File: config.mk
export PLATFORM = sky130hd
export DESIGN_NAME = sha1_message_digest_top
export DESIGN_NICKNAME = d
export VERILOG_FILES = /design/src/sv/sha1_pkg.sv /design/src/sv/sha1_message_digest_top.sv
export SDC_FILE = /design/constraint.sdc
export NUM_CORES = 2
export LEC_CHECK = 0
export BUFFER_PORTS_ARGS = -buffer_cell sky130_fd_sc_hd__buf_2
export CAP_MARGIN = 15
export CORE_ASPECT_RATIO = 1.1
export CORE_MARGIN = 5
export CORE_UTILIZATION = 55
export CTS_CLUSTER_DIAMETER = 50
export DETAILED_ROUTE_END_ITERATION = 8
export GPL_ROUTABILITY_DRIVEN = 0
export GPL_TIMING_DRIVEN = 0
export HOLD_SLACK_MARGIN = 0.12
export PLACE_DENSITY = 0.8
export SLEW_MARGIN = 15
export SYNTH_ARGS = -nofsm -noshare
export SYNTH_HDL_FRONTEND = slang
export SYNTH_SLANG_ARGS = --single-unit
File: constraint.sdc
create_clock -name i_clk -period 16.4 [get_ports i_clk]
set_input_delay 1.64 -clock i_clk [delete_from_list [all_inputs] [get_ports i_clk]]
set_output_delay 1.64 -clock i_clk [all_outputs]
set_load 0.02 [all_outputs]
File: src/sv/sha1_pkg.sv
// ----------------------------------------------------------------------------
// SHA-1 digest package
// Shared constants, types and round functions for the SHA-1 digest block.
// ----------------------------------------------------------------------------
package sha1_pkg;

    localparam int WORD_W       = 32;
    localparam int BLOCK_BYTES  = 64;
    localparam int BLOCK_BITS   = BLOCK_BYTES * 8;
    localparam int ROUNDS       = 80;
    localparam int LEN_POS      = 56;
    localparam int DIGEST_WORDS = 5;
    localparam int COUNT_W      = 61;
    localparam int POS_W        = 6;
    localparam int ROUND_W      = 7;
    localparam int WNUM_W       = 3;
    localparam int IN_TDATA_W   = 8;
    localparam int OUT_TDATA_W  = 40;

    // initial chaining values
    localparam logic [WORD_W-1:0] H_INIT0 = 32'h67452301;
    localparam logic [WORD_W-1:0] H_INIT1 = 32'hEFCDAB89;
    localparam logic [WORD_W-1:0] H_INIT2 = 32'h98BADCFE;
    localparam logic [WORD_W-1:0] H_INIT3 = 32'h10325476;
    localparam logic [WORD_W-1:0] H_INIT4 = 32'hC3D2E1F0;

    // round constants
    localparam logic [WORD_W-1:0] K_CH  = 32'h5A827999;
    localparam logic [WORD_W-1:0] K_PA1 = 32'h6ED9EBA1;
    localparam logic [WORD_W-1:0] K_MAJ = 32'h8F1BBCDC;
    localparam logic [WORD_W-1:0] K_PA2 = 32'hCA62C1D6;

    localparam logic [7:0] PAD_MARK = 8'h80;

    typedef enum logic [4:0] {
        S_IDLE  = 5'b00001,
        S_PAD   = 5'b00010,
        S_ROUND = 5'b00100,
        S_ADD   = 5'b01000,
        S_OUT   = 5'b10000
    } t_state;

    // what follows a compression
    typedef enum logic [1:0] {
        AFT_IDLE = 2'd0,
        AFT_PAD  = 2'd1,
        AFT_OUT  = 2'd2
    } t_after;

    function automatic logic [WORD_W-1:0] round_f(
        input logic [ROUND_W-1:0] rnd,
        input logic [WORD_W-1:0]  b,
        input logic [WORD_W-1:0]  c,
        input logic [WORD_W-1:0]  d
    );
        logic [WORD_W-1:0] f;
        if (rnd < ROUND_W'(20)) begin
            f = (b & c) | (~b & d);
        end else if (rnd < ROUND_W'(40)) begin
            f = b ^ c ^ d;
        end else if (rnd < ROUND_W'(60)) begin
            f = (b & c) | (b & d) | (c & d);
        end else begin
            f = b ^ c ^ d;
        end
        return f;
    endfunction

    function automatic logic [WORD_W-1:0] round_k(input logic [ROUND_W-1:0] rnd);
        logic [WORD_W-1:0] k;
        if (rnd < ROUND_W'(20)) begin
            k = K_CH;
        end else if (rnd < ROUND_W'(40)) begin
            k = K_PA1;
        end else if (rnd < ROUND_W'(60)) begin
            k = K_MAJ;
        end else begin
            k = K_PA2;
        end
        return k;
    endfunction

endpackage

File: src/sv/sha1_message_digest_top.sv
// ----------------------------------------------------------------------------
// SHA-1 message digest, byte-stream input
// Hashes a message taken one byte per beat, pads it and returns five words.
// ----------------------------------------------------------------------------
// Compression: the beat that fills a block loads the working registers, then 80
//   rounds run, one round per cycle, and then the chain is updated.
// End of message: pad one byte per cycle up to the block end, compress once or
//   twice, then offer five digest beats.
// No input byte is taken while the block pads, compresses or offers a digest.
// Reset: synchronous, active low; clears sequencer and byte count, loads chain.
module sha1_message_digest_top
    import sha1_pkg::*;
(
    input  logic                   i_clk,
    input  logic                   i_rst_n,
    // input stream
    input  logic                   s_axis_tvalid,
    output logic                   s_axis_tready,
    input  logic [IN_TDATA_W-1:0]  s_axis_tdata,   // [7:0] data_byte
    input  logic [0:0]             s_axis_tuser,   // [0] has_byte
    input  logic                   s_axis_tlast,   // end_of_message
    // digest stream
    output logic                   m_axis_tvalid,
    input  logic                   m_axis_tready,
    output logic [OUT_TDATA_W-1:0] m_axis_tdata,   // [31:0] digest_word,
                                                   // [34:32] word_number, zero pad
    output logic                   m_axis_tlast    // last_word
);

    // control state
    t_state               r_state,  n_state;
    t_after               r_after,  n_after;
    logic [ROUND_W-1:0]   r_round,  n_round;
    logic [POS_W-1:0]     r_pos,    n_pos;     // byte position in the block
    logic [COUNT_W-1:0]   r_count,  n_count;   // message bytes taken
    logic                 r_mark,   n_mark;    // 0x80 marker already placed
    logic                 r_lenblk, n_lenblk;  // this block carries the length
    logic [WNUM_W-1:0]    r_wnum,   n_wnum;
    logic [WORD_W-1:0]    r_h [DIGEST_WORDS];
    logic [WORD_W-1:0]    n_h [DIGEST_WORDS];

    // payload: block buffer doubles as the schedule window, word 0 on top
    logic [BLOCK_BITS-1:0] r_blk, n_blk;
    logic [WORD_W-1:0]     r_a, r_b, r_c, r_d, r_e;
    logic [WORD_W-1:0]     n_a, n_b, n_c, n_d, n_e;

    logic                 in_beat, out_beat;
    logic [WORD_W-1:0]    w0, w2, w8, w13, w_new, t_sum;
    logic [63:0]          len_bits;
    logic [7:0]           len_byte, pad_byte;

    assign in_beat  = s_axis_tvalid & s_axis_tready;
    assign out_beat = m_axis_tvalid & m_axis_tready;

    // schedule taps: W[r], W[r+2], W[r+8], W[r+13] of the 16-word window
    assign w0    = r_blk[BLOCK_BITS-1         -: WORD_W];
    assign w2    = r_blk[BLOCK_BITS-1-2*WORD_W  -: WORD_W];
    assign w8    = r_blk[BLOCK_BITS-1-8*WORD_W  -: WORD_W];
    assign w13   = r_blk[BLOCK_BITS-1-13*WORD_W -: WORD_W];
    assign w_new = {(w13[WORD_W-2:0] ^ w8[WORD_W-2:0] ^ w2[WORD_W-2:0] ^ w0[WORD_W-2:0]),
                    (w13[WORD_W-1]   ^ w8[WORD_W-1]   ^ w2[WORD_W-1]   ^ w0[WORD_W-1])};

    // shared round adder
    assign t_sum = {r_a[WORD_W-6:0], r_a[WORD_W-1:WORD_W-5]}
                 + round_f(r_round, r_b, r_c, r_d) + r_e + round_k(r_round) + w0;

    // big-endian bit length, one byte per position 56..63
    assign len_bits = {r_count, 3'b000};
    assign len_byte = len_bits[{~r_pos[2:0], 3'b000} +: 8];
    assign pad_byte = !r_mark                                  ? PAD_MARK :
                      (r_pos >= POS_W'(LEN_POS) && r_lenblk)   ? len_byte : 8'h00;

    always_comb begin
        n_state  = r_state;
        n_after  = r_after;
        n_round  = r_round;
        n_pos    = r_pos;
        n_count  = r_count;
        n_mark   = r_mark;
        n_lenblk = r_lenblk;
        n_wnum   = r_wnum;
        n_h      = r_h;
        n_blk    = r_blk;
        n_a      = r_a;
        n_b      = r_b;
        n_c      = r_c;
        n_d      = r_d;
        n_e      = r_e;

        unique case (r_state)
            S_IDLE: begin
                if (in_beat) begin
                    if (s_axis_tuser[0]) begin
                        n_blk   = {r_blk[BLOCK_BITS-9:0], s_axis_tdata};
                        n_pos   = r_pos + POS_W'(1);
                        n_count = r_count + COUNT_W'(1);
                    end
                    if (s_axis_tlast) begin
                        n_mark = 1'b0;
                    end
                    if (s_axis_tuser[0] && r_pos == POS_W'(BLOCK_BYTES-1)) begin
                        // block full: compress, then pad if this was the end
                        n_state = S_ROUND;
                        n_round = '0;
                        n_after = s_axis_tlast ? AFT_PAD : AFT_IDLE;
                        {n_a, n_b, n_c, n_d, n_e} = {r_h[0], r_h[1], r_h[2], r_h[3], r_h[4]};
                    end else if (s_axis_tlast) begin
                        n_state = S_PAD;
                    end
                end
            end

            S_PAD: begin
                n_blk = {r_blk[BLOCK_BITS-9:0], pad_byte};
                n_pos = r_pos + POS_W'(1);
                if (!r_mark) begin
                    n_mark   = 1'b1;
                    n_lenblk = (r_pos < POS_W'(LEN_POS));
                end
                if (r_pos == POS_W'(BLOCK_BYTES-1)) begin
                    n_state  = S_ROUND;
                    n_round  = '0;
                    n_after  = (r_mark && r_lenblk) ? AFT_OUT : AFT_PAD;
                    n_lenblk = 1'b1;
                    {n_a, n_b, n_c, n_d, n_e} = {r_h[0], r_h[1], r_h[2], r_h[3], r_h[4]};
                end
            end

            S_ROUND: begin
                n_a     = t_sum;
                n_b     = r_a;
                n_c     = {r_b[1:0], r_b[WORD_W-1:2]};
                n_d     = r_c;
                n_e     = r_d;
                n_blk   = {r_blk[BLOCK_BITS-WORD_W-1:0], w_new};
                n_round = r_round + ROUND_W'(1);
                if (r_round == ROUND_W'(ROUNDS-1)) begin
                    n_state = S_ADD;
                end
            end

            S_ADD: begin
                n_h[0] = r_h[0] + r_a;
                n_h[1] = r_h[1] + r_b;
                n_h[2] = r_h[2] + r_c;
                n_h[3] = r_h[3] + r_d;
                n_h[4] = r_h[4] + r_e;
                case (r_after)
                    AFT_PAD: n_state = S_PAD;
                    AFT_OUT: begin
                        n_state = S_OUT;
                        n_wnum  = '0;
                    end
                    default: n_state = S_IDLE;
                endcase
            end

            S_OUT: begin
                if (out_beat) begin
                    // rotate the next word to the head
                    for (int i = 0; i < DIGEST_WORDS; i++) begin
                        n_h[i] = r_h[(i + 1) % DIGEST_WORDS];
                    end
                    n_wnum = r_wnum + WNUM_W'(1);
                    if (r_wnum == WNUM_W'(DIGEST_WORDS-1)) begin
                        n_h[0]  = H_INIT0;
                        n_h[1]  = H_INIT1;
                        n_h[2]  = H_INIT2;
                        n_h[3]  = H_INIT3;
                        n_h[4]  = H_INIT4;
                        n_count = '0;
                        n_pos   = '0;
                        n_state = S_IDLE;
                    end
                end
            end

            default: n_state = S_IDLE;
        endcase
    end

    always_ff @(posedge i_clk) begin
        if (!i_rst_n) begin
            r_state  <= S_IDLE;
            r_after  <= AFT_IDLE;
            r_round  <= '0;
            r_pos    <= '0;
            r_count  <= '0;
            r_mark   <= 1'b0;
            r_lenblk <= 1'b0;
            r_wnum   <= '0;
            r_h[0]   <= H_INIT0;
            r_h[1]   <= H_INIT1;
            r_h[2]   <= H_INIT2;
            r_h[3]   <= H_INIT3;
            r_h[4]   <= H_INIT4;
        end else begin
            r_state  <= n_state;
            r_after  <= n_after;
            r_round  <= n_round;
            r_pos    <= n_pos;
            r_count  <= n_count;
            r_mark   <= n_mark;
            r_lenblk <= n_lenblk;
            r_wnum   <= n_wnum;
            r_h      <= n_h;
        end
    end

    always_ff @(posedge i_clk) begin
        r_blk <= n_blk;
        r_a   <= n_a;
        r_b   <= n_b;
        r_c   <= n_c;
        r_d   <= n_d;
        r_e   <= n_e;
    end

    // input is taken only between blocks; digest words come from the chain head
    assign s_axis_tready = (r_state == S_IDLE);
    assign m_axis_tvalid = (r_state == S_OUT);
    assign m_axis_tdata  = {{(OUT_TDATA_W-WORD_W-WNUM_W){1'b0}}, r_wnum, r_h[0]};
    assign m_axis_tlast  = (r_wnum == WNUM_W'(DIGEST_WORDS-1));

    // never take a byte while a digest is pending
    a_no_overlap: assert property (@(posedge i_clk) disable iff (!i_rst_n)
        !(s_axis_tready && m_axis_tvalid))
        else $error("input ready while digest output pending");

    // chain update only right after the final round
    a_add_after_rounds: assert property (@(posedge i_clk) disable iff (!i_rst_n)
        (r_state == S_ADD) |-> ($past(r_state) == S_ROUND &&
                                $past(r_round) == ROUND_W'(ROUNDS-1)))
        else $error("chain update without a full round sequence");

    // the last digest beat returns the block to an empty message
    a_restart: assert property (@(posedge i_clk) disable iff (!i_rst_n)
        (out_beat && m_axis_tlast) |=> (s_axis_tready && r_count == '0 && r_pos == '0))
        else $error("message state not cleared after digest");

endmodule
==> metrics.txt <==
dominant cell by count in the synthesized netlist=nand2_1; CTS Buf Count=around 110; # resized after CTS=0; Max Buffers Root-to-Sink=3; XOR/XNOR Fraction of Synth Area=0.0491; DRT iter0 DRCs=8032; setup bufs post-CTS=0; Internal=around 6.3 mW; die height=roughly 340 microns; gr ovfl total=0; PnR worst setup slack=around 8 ns; sequential area share after synthesis=0.468; Final Cycle Share=0.520; Area Growth Syn to Fin=11.2%; Reg power frac=0.430; DP Area=approximately 56000 sq um; Syn Inst Count=5946; DRC=33; outcome=complete, but fails checks; logic gate share of total power=0.323; syn avg cell area=9.03 sq um; peak supply drop=~0.00015 V; largest net degree at the start of global routing=between 60 and 70; min-delay src=r_round[1]; Die W=slightly above 300 microns; Met3 Routed Length=29700 microns; Max Transition Viols Final=0; vias in the first global route=approximately 47000; Yosys top cell by area=edfxtp_1; # setup viols final=0; min Tclk post-route=approximately 8.5 ns; synthesized flop and latch total=918; initial antenna violation count=15; Synth Area in Adders=0.0937; final core occ=0.614; first-pass GRT wire length=289000 microns; worst slack, placed=~8 ns; top cells by count, synth=nand2_1, edfxtp_1, o21ai_0, nor2_1, clkbuf_1; ys flop type=edfxtp_1; # hold bufs at CTS=0; r2r startpoint=r_round[3]; Mapped Area=between 50000 and 60000 sq um; CTS H-tree lvls=3; Sw Pwr=a little under 4 mW; top cells by area, synth=edfxtp_1, nand2_1, dfxtp_1, ha_1, fa_1; Wirelength per Cell=about 27 microns; compound-cell area share of the yosys netlist=0.120; power density cells=approximately 170 nW/um^2; slew of the pin with the lowest slew margin=about 1.4 ns; root buffer cell=clkbuf_16; count of input and output buffers=49; clock share of power=0.247; multiplexer share of the synthesized area=0.0158; worst hold-check path type=reg -> reg; IO Count=57; HPWL reported at the end of detailed placement=~150000 microns; Clock Pin Slew Worst Setup and Hold Paths=~0.06 ns; CTS tree=yes; Post-Synth Simple-Gate Area=0.211; failing checks=DRC; CORE AREA=between 90000 and 100000 sq um; YS warnings=0; asr flop ratio synth=0; metal2 WL=84500 microns; Initial Util=0.553; Sw Ratio=0.386; Worst setup EP type=flip-flop; Finished Layout Cells=7508; CP Class=reg -> reg; crit path DAT=between 8 and 9 ns; Critical Path Start Type=flip-flop; Critical Path Source=r_round[3]; RSZ-0062 raised after global routing=false; Fin Clk Skew=0.0723 ns; worst-path maximum fanout=11; Design Area, Final=just under 60000 sq um; worst rel slew slack=0.0704; Skew-Pair Late Insertion Delay=0.75 ns; WL final=around 200000 microns; Total Routing Usage GR=0.373; row count=120; Synth top area share=0.376; largest family of logic cells by synthesized area=simple AND/OR/NAND/NOR gates; DR pass1 iterations=9; placed cell count=7293; FMAX=around 0.12 GHz; CTS sink cnt=a little over 900; nets@finish=around 6500; Worst Path Required=roughly 17 ns; final antenna-violating net count=0; die area=104000 sq um; Lkg Pwr=between 20 and 30 nW; number of flops mapped to enable cells by yosys=672; DR vias/cell=6.52; met1 WL=roughly 63000 microns; layout cells sized above 1=0.0564; via count=48971; Final Hold Viols=0; top layer in use=met5; Max-Cap Viols=0; post-synth cell types=78
[sequential cells by signal, indices dropped and copies added, names as in the netlist]
name	cells
r_after	2
r_e	32
r_blk	512
r_d	32
m_axis_tdata	32
r_b	32
r_c	32
r_lenblk	1
r_mark	1
r_round	7
r_h	128
r_a	32
r_count	61
r_state	5
r_wnum	3
r_pos	6
[stage by stage]
stage,hold slack (ns),power [mW],setup TNS [ns]
global route,0.524,10.6,0
finish,0.493,10.2,0
global placement,0.472,6.26,-1749.76
CTS,0.490,10.0,0
detailed placement,0.482,7.51,0
floorplan,0.461,6.44,0
[power by group through the flow]
stage | clock network, mW | logic [mW] | registers (mW)
global route | 2.62 | 3.57 | 4.42
CTS | 2.51 | 3.18 | 4.35
finish | 2.53 | 3.31 | 4.41
floorplan | 0 | 2.08 | 4.36
global placement | 0 | 2.04 | 4.22
detailed placement | 0 | 3.13 | 4.38
[per-layer routing]
layer / track usage / vias to the layer above
met5: 0 / -
met4: 0.341 / 8
met3: 0.126 / 1275
met2: 0.558 / 4239
met1: 0.423 / 22647
li1: - / 20802
[worst paths after layout]
| kind | slack, ns | cells after the start | to |
|---|---|---|---|
| hold / removal | 0.49 | 2 | r_round[1] |
| setup / recovery | 7.86 | 25 | r_a[29] |
| hold reg to reg | 0.49 | 2 | r_round[1] |
| setup reg to reg | 7.86 | 25 | r_a[29] |
[layout by cell type (no fill, tap or decap), types with 21 or more instances in the layout]
cell          n
a211oi_1     27
a21o_1       80
a21oi_1     191
a221oi_1     25
a311oi_1     21
a31oi_1      31
and3_1       35
buf_2        53
buf_4        38
clkbuf_1    279
clkbuf_16   108
clkinv_2     22
dfxtp_1     246
edfxtp_1    672
fa_1        125
ha_1        202
inv_1       244
mux2i_1      33
nand2_1    2047
nand3_1     124
nand4_1      39
nor2_1      293
nor2b_1      34
nor3_1       60
o211ai_1     49
o21a_1       32
o21ai_0     320
o311ai_0     30
or3_1        24
xnor2_1     186
xor2_1      114
[area by class of cell]
cell class	count	area [sq um]
clock buffer	129	2840
clock inverter	76	880
buffer	325	1380
multi-input combinational	4460	26300
sequential	918	25100
antenna	7	17.5
timing repair buffer	65	603
fill	7779	37500
inverter	247	927
tap	1281	1600
[cells by family (layout without fill, tap and decap cells)]
kind of cell             after synthesis  in the layout
AND/OR/NAND/NOR                     2765           2765
AO/OA/AOI/OAI                        996            996
flip-flops                           918            918
buffers and inverters                572            842
adder cells (fa/ha/maj)              327            327
XOR/XNOR                             301            301
multiplexers                          66             66
other                                  1             12
[critical path: stages (launching register included)]
cell	delay, ns
dfxtp_1	0.30
clkbuf_1	0.17
and3_1	0.22
a21oi_1	0.88
inv_1	0.32
nor2_1	0.58
nor2_1	0.15
clkbuf_1	0.33
clkbuf_1	0.58
a221oi_1	0.66
fa_1	0.54
fa_1	0.51
inv_1	0.05
ha_1	0.22
inv_1	0.08
fa_1	0.20
nor2b_1	0.06
o21a_1	0.18
o21a_1	0.21
o31ai_1	0.52
nand3_1	0.36
a21o_1	0.30
a21oi_1	0.30
o21bai_1	0.11
a211oi_1	0.28
o21ai_0	0.15
Note: power is estimated with default switching activity, not from simulation.
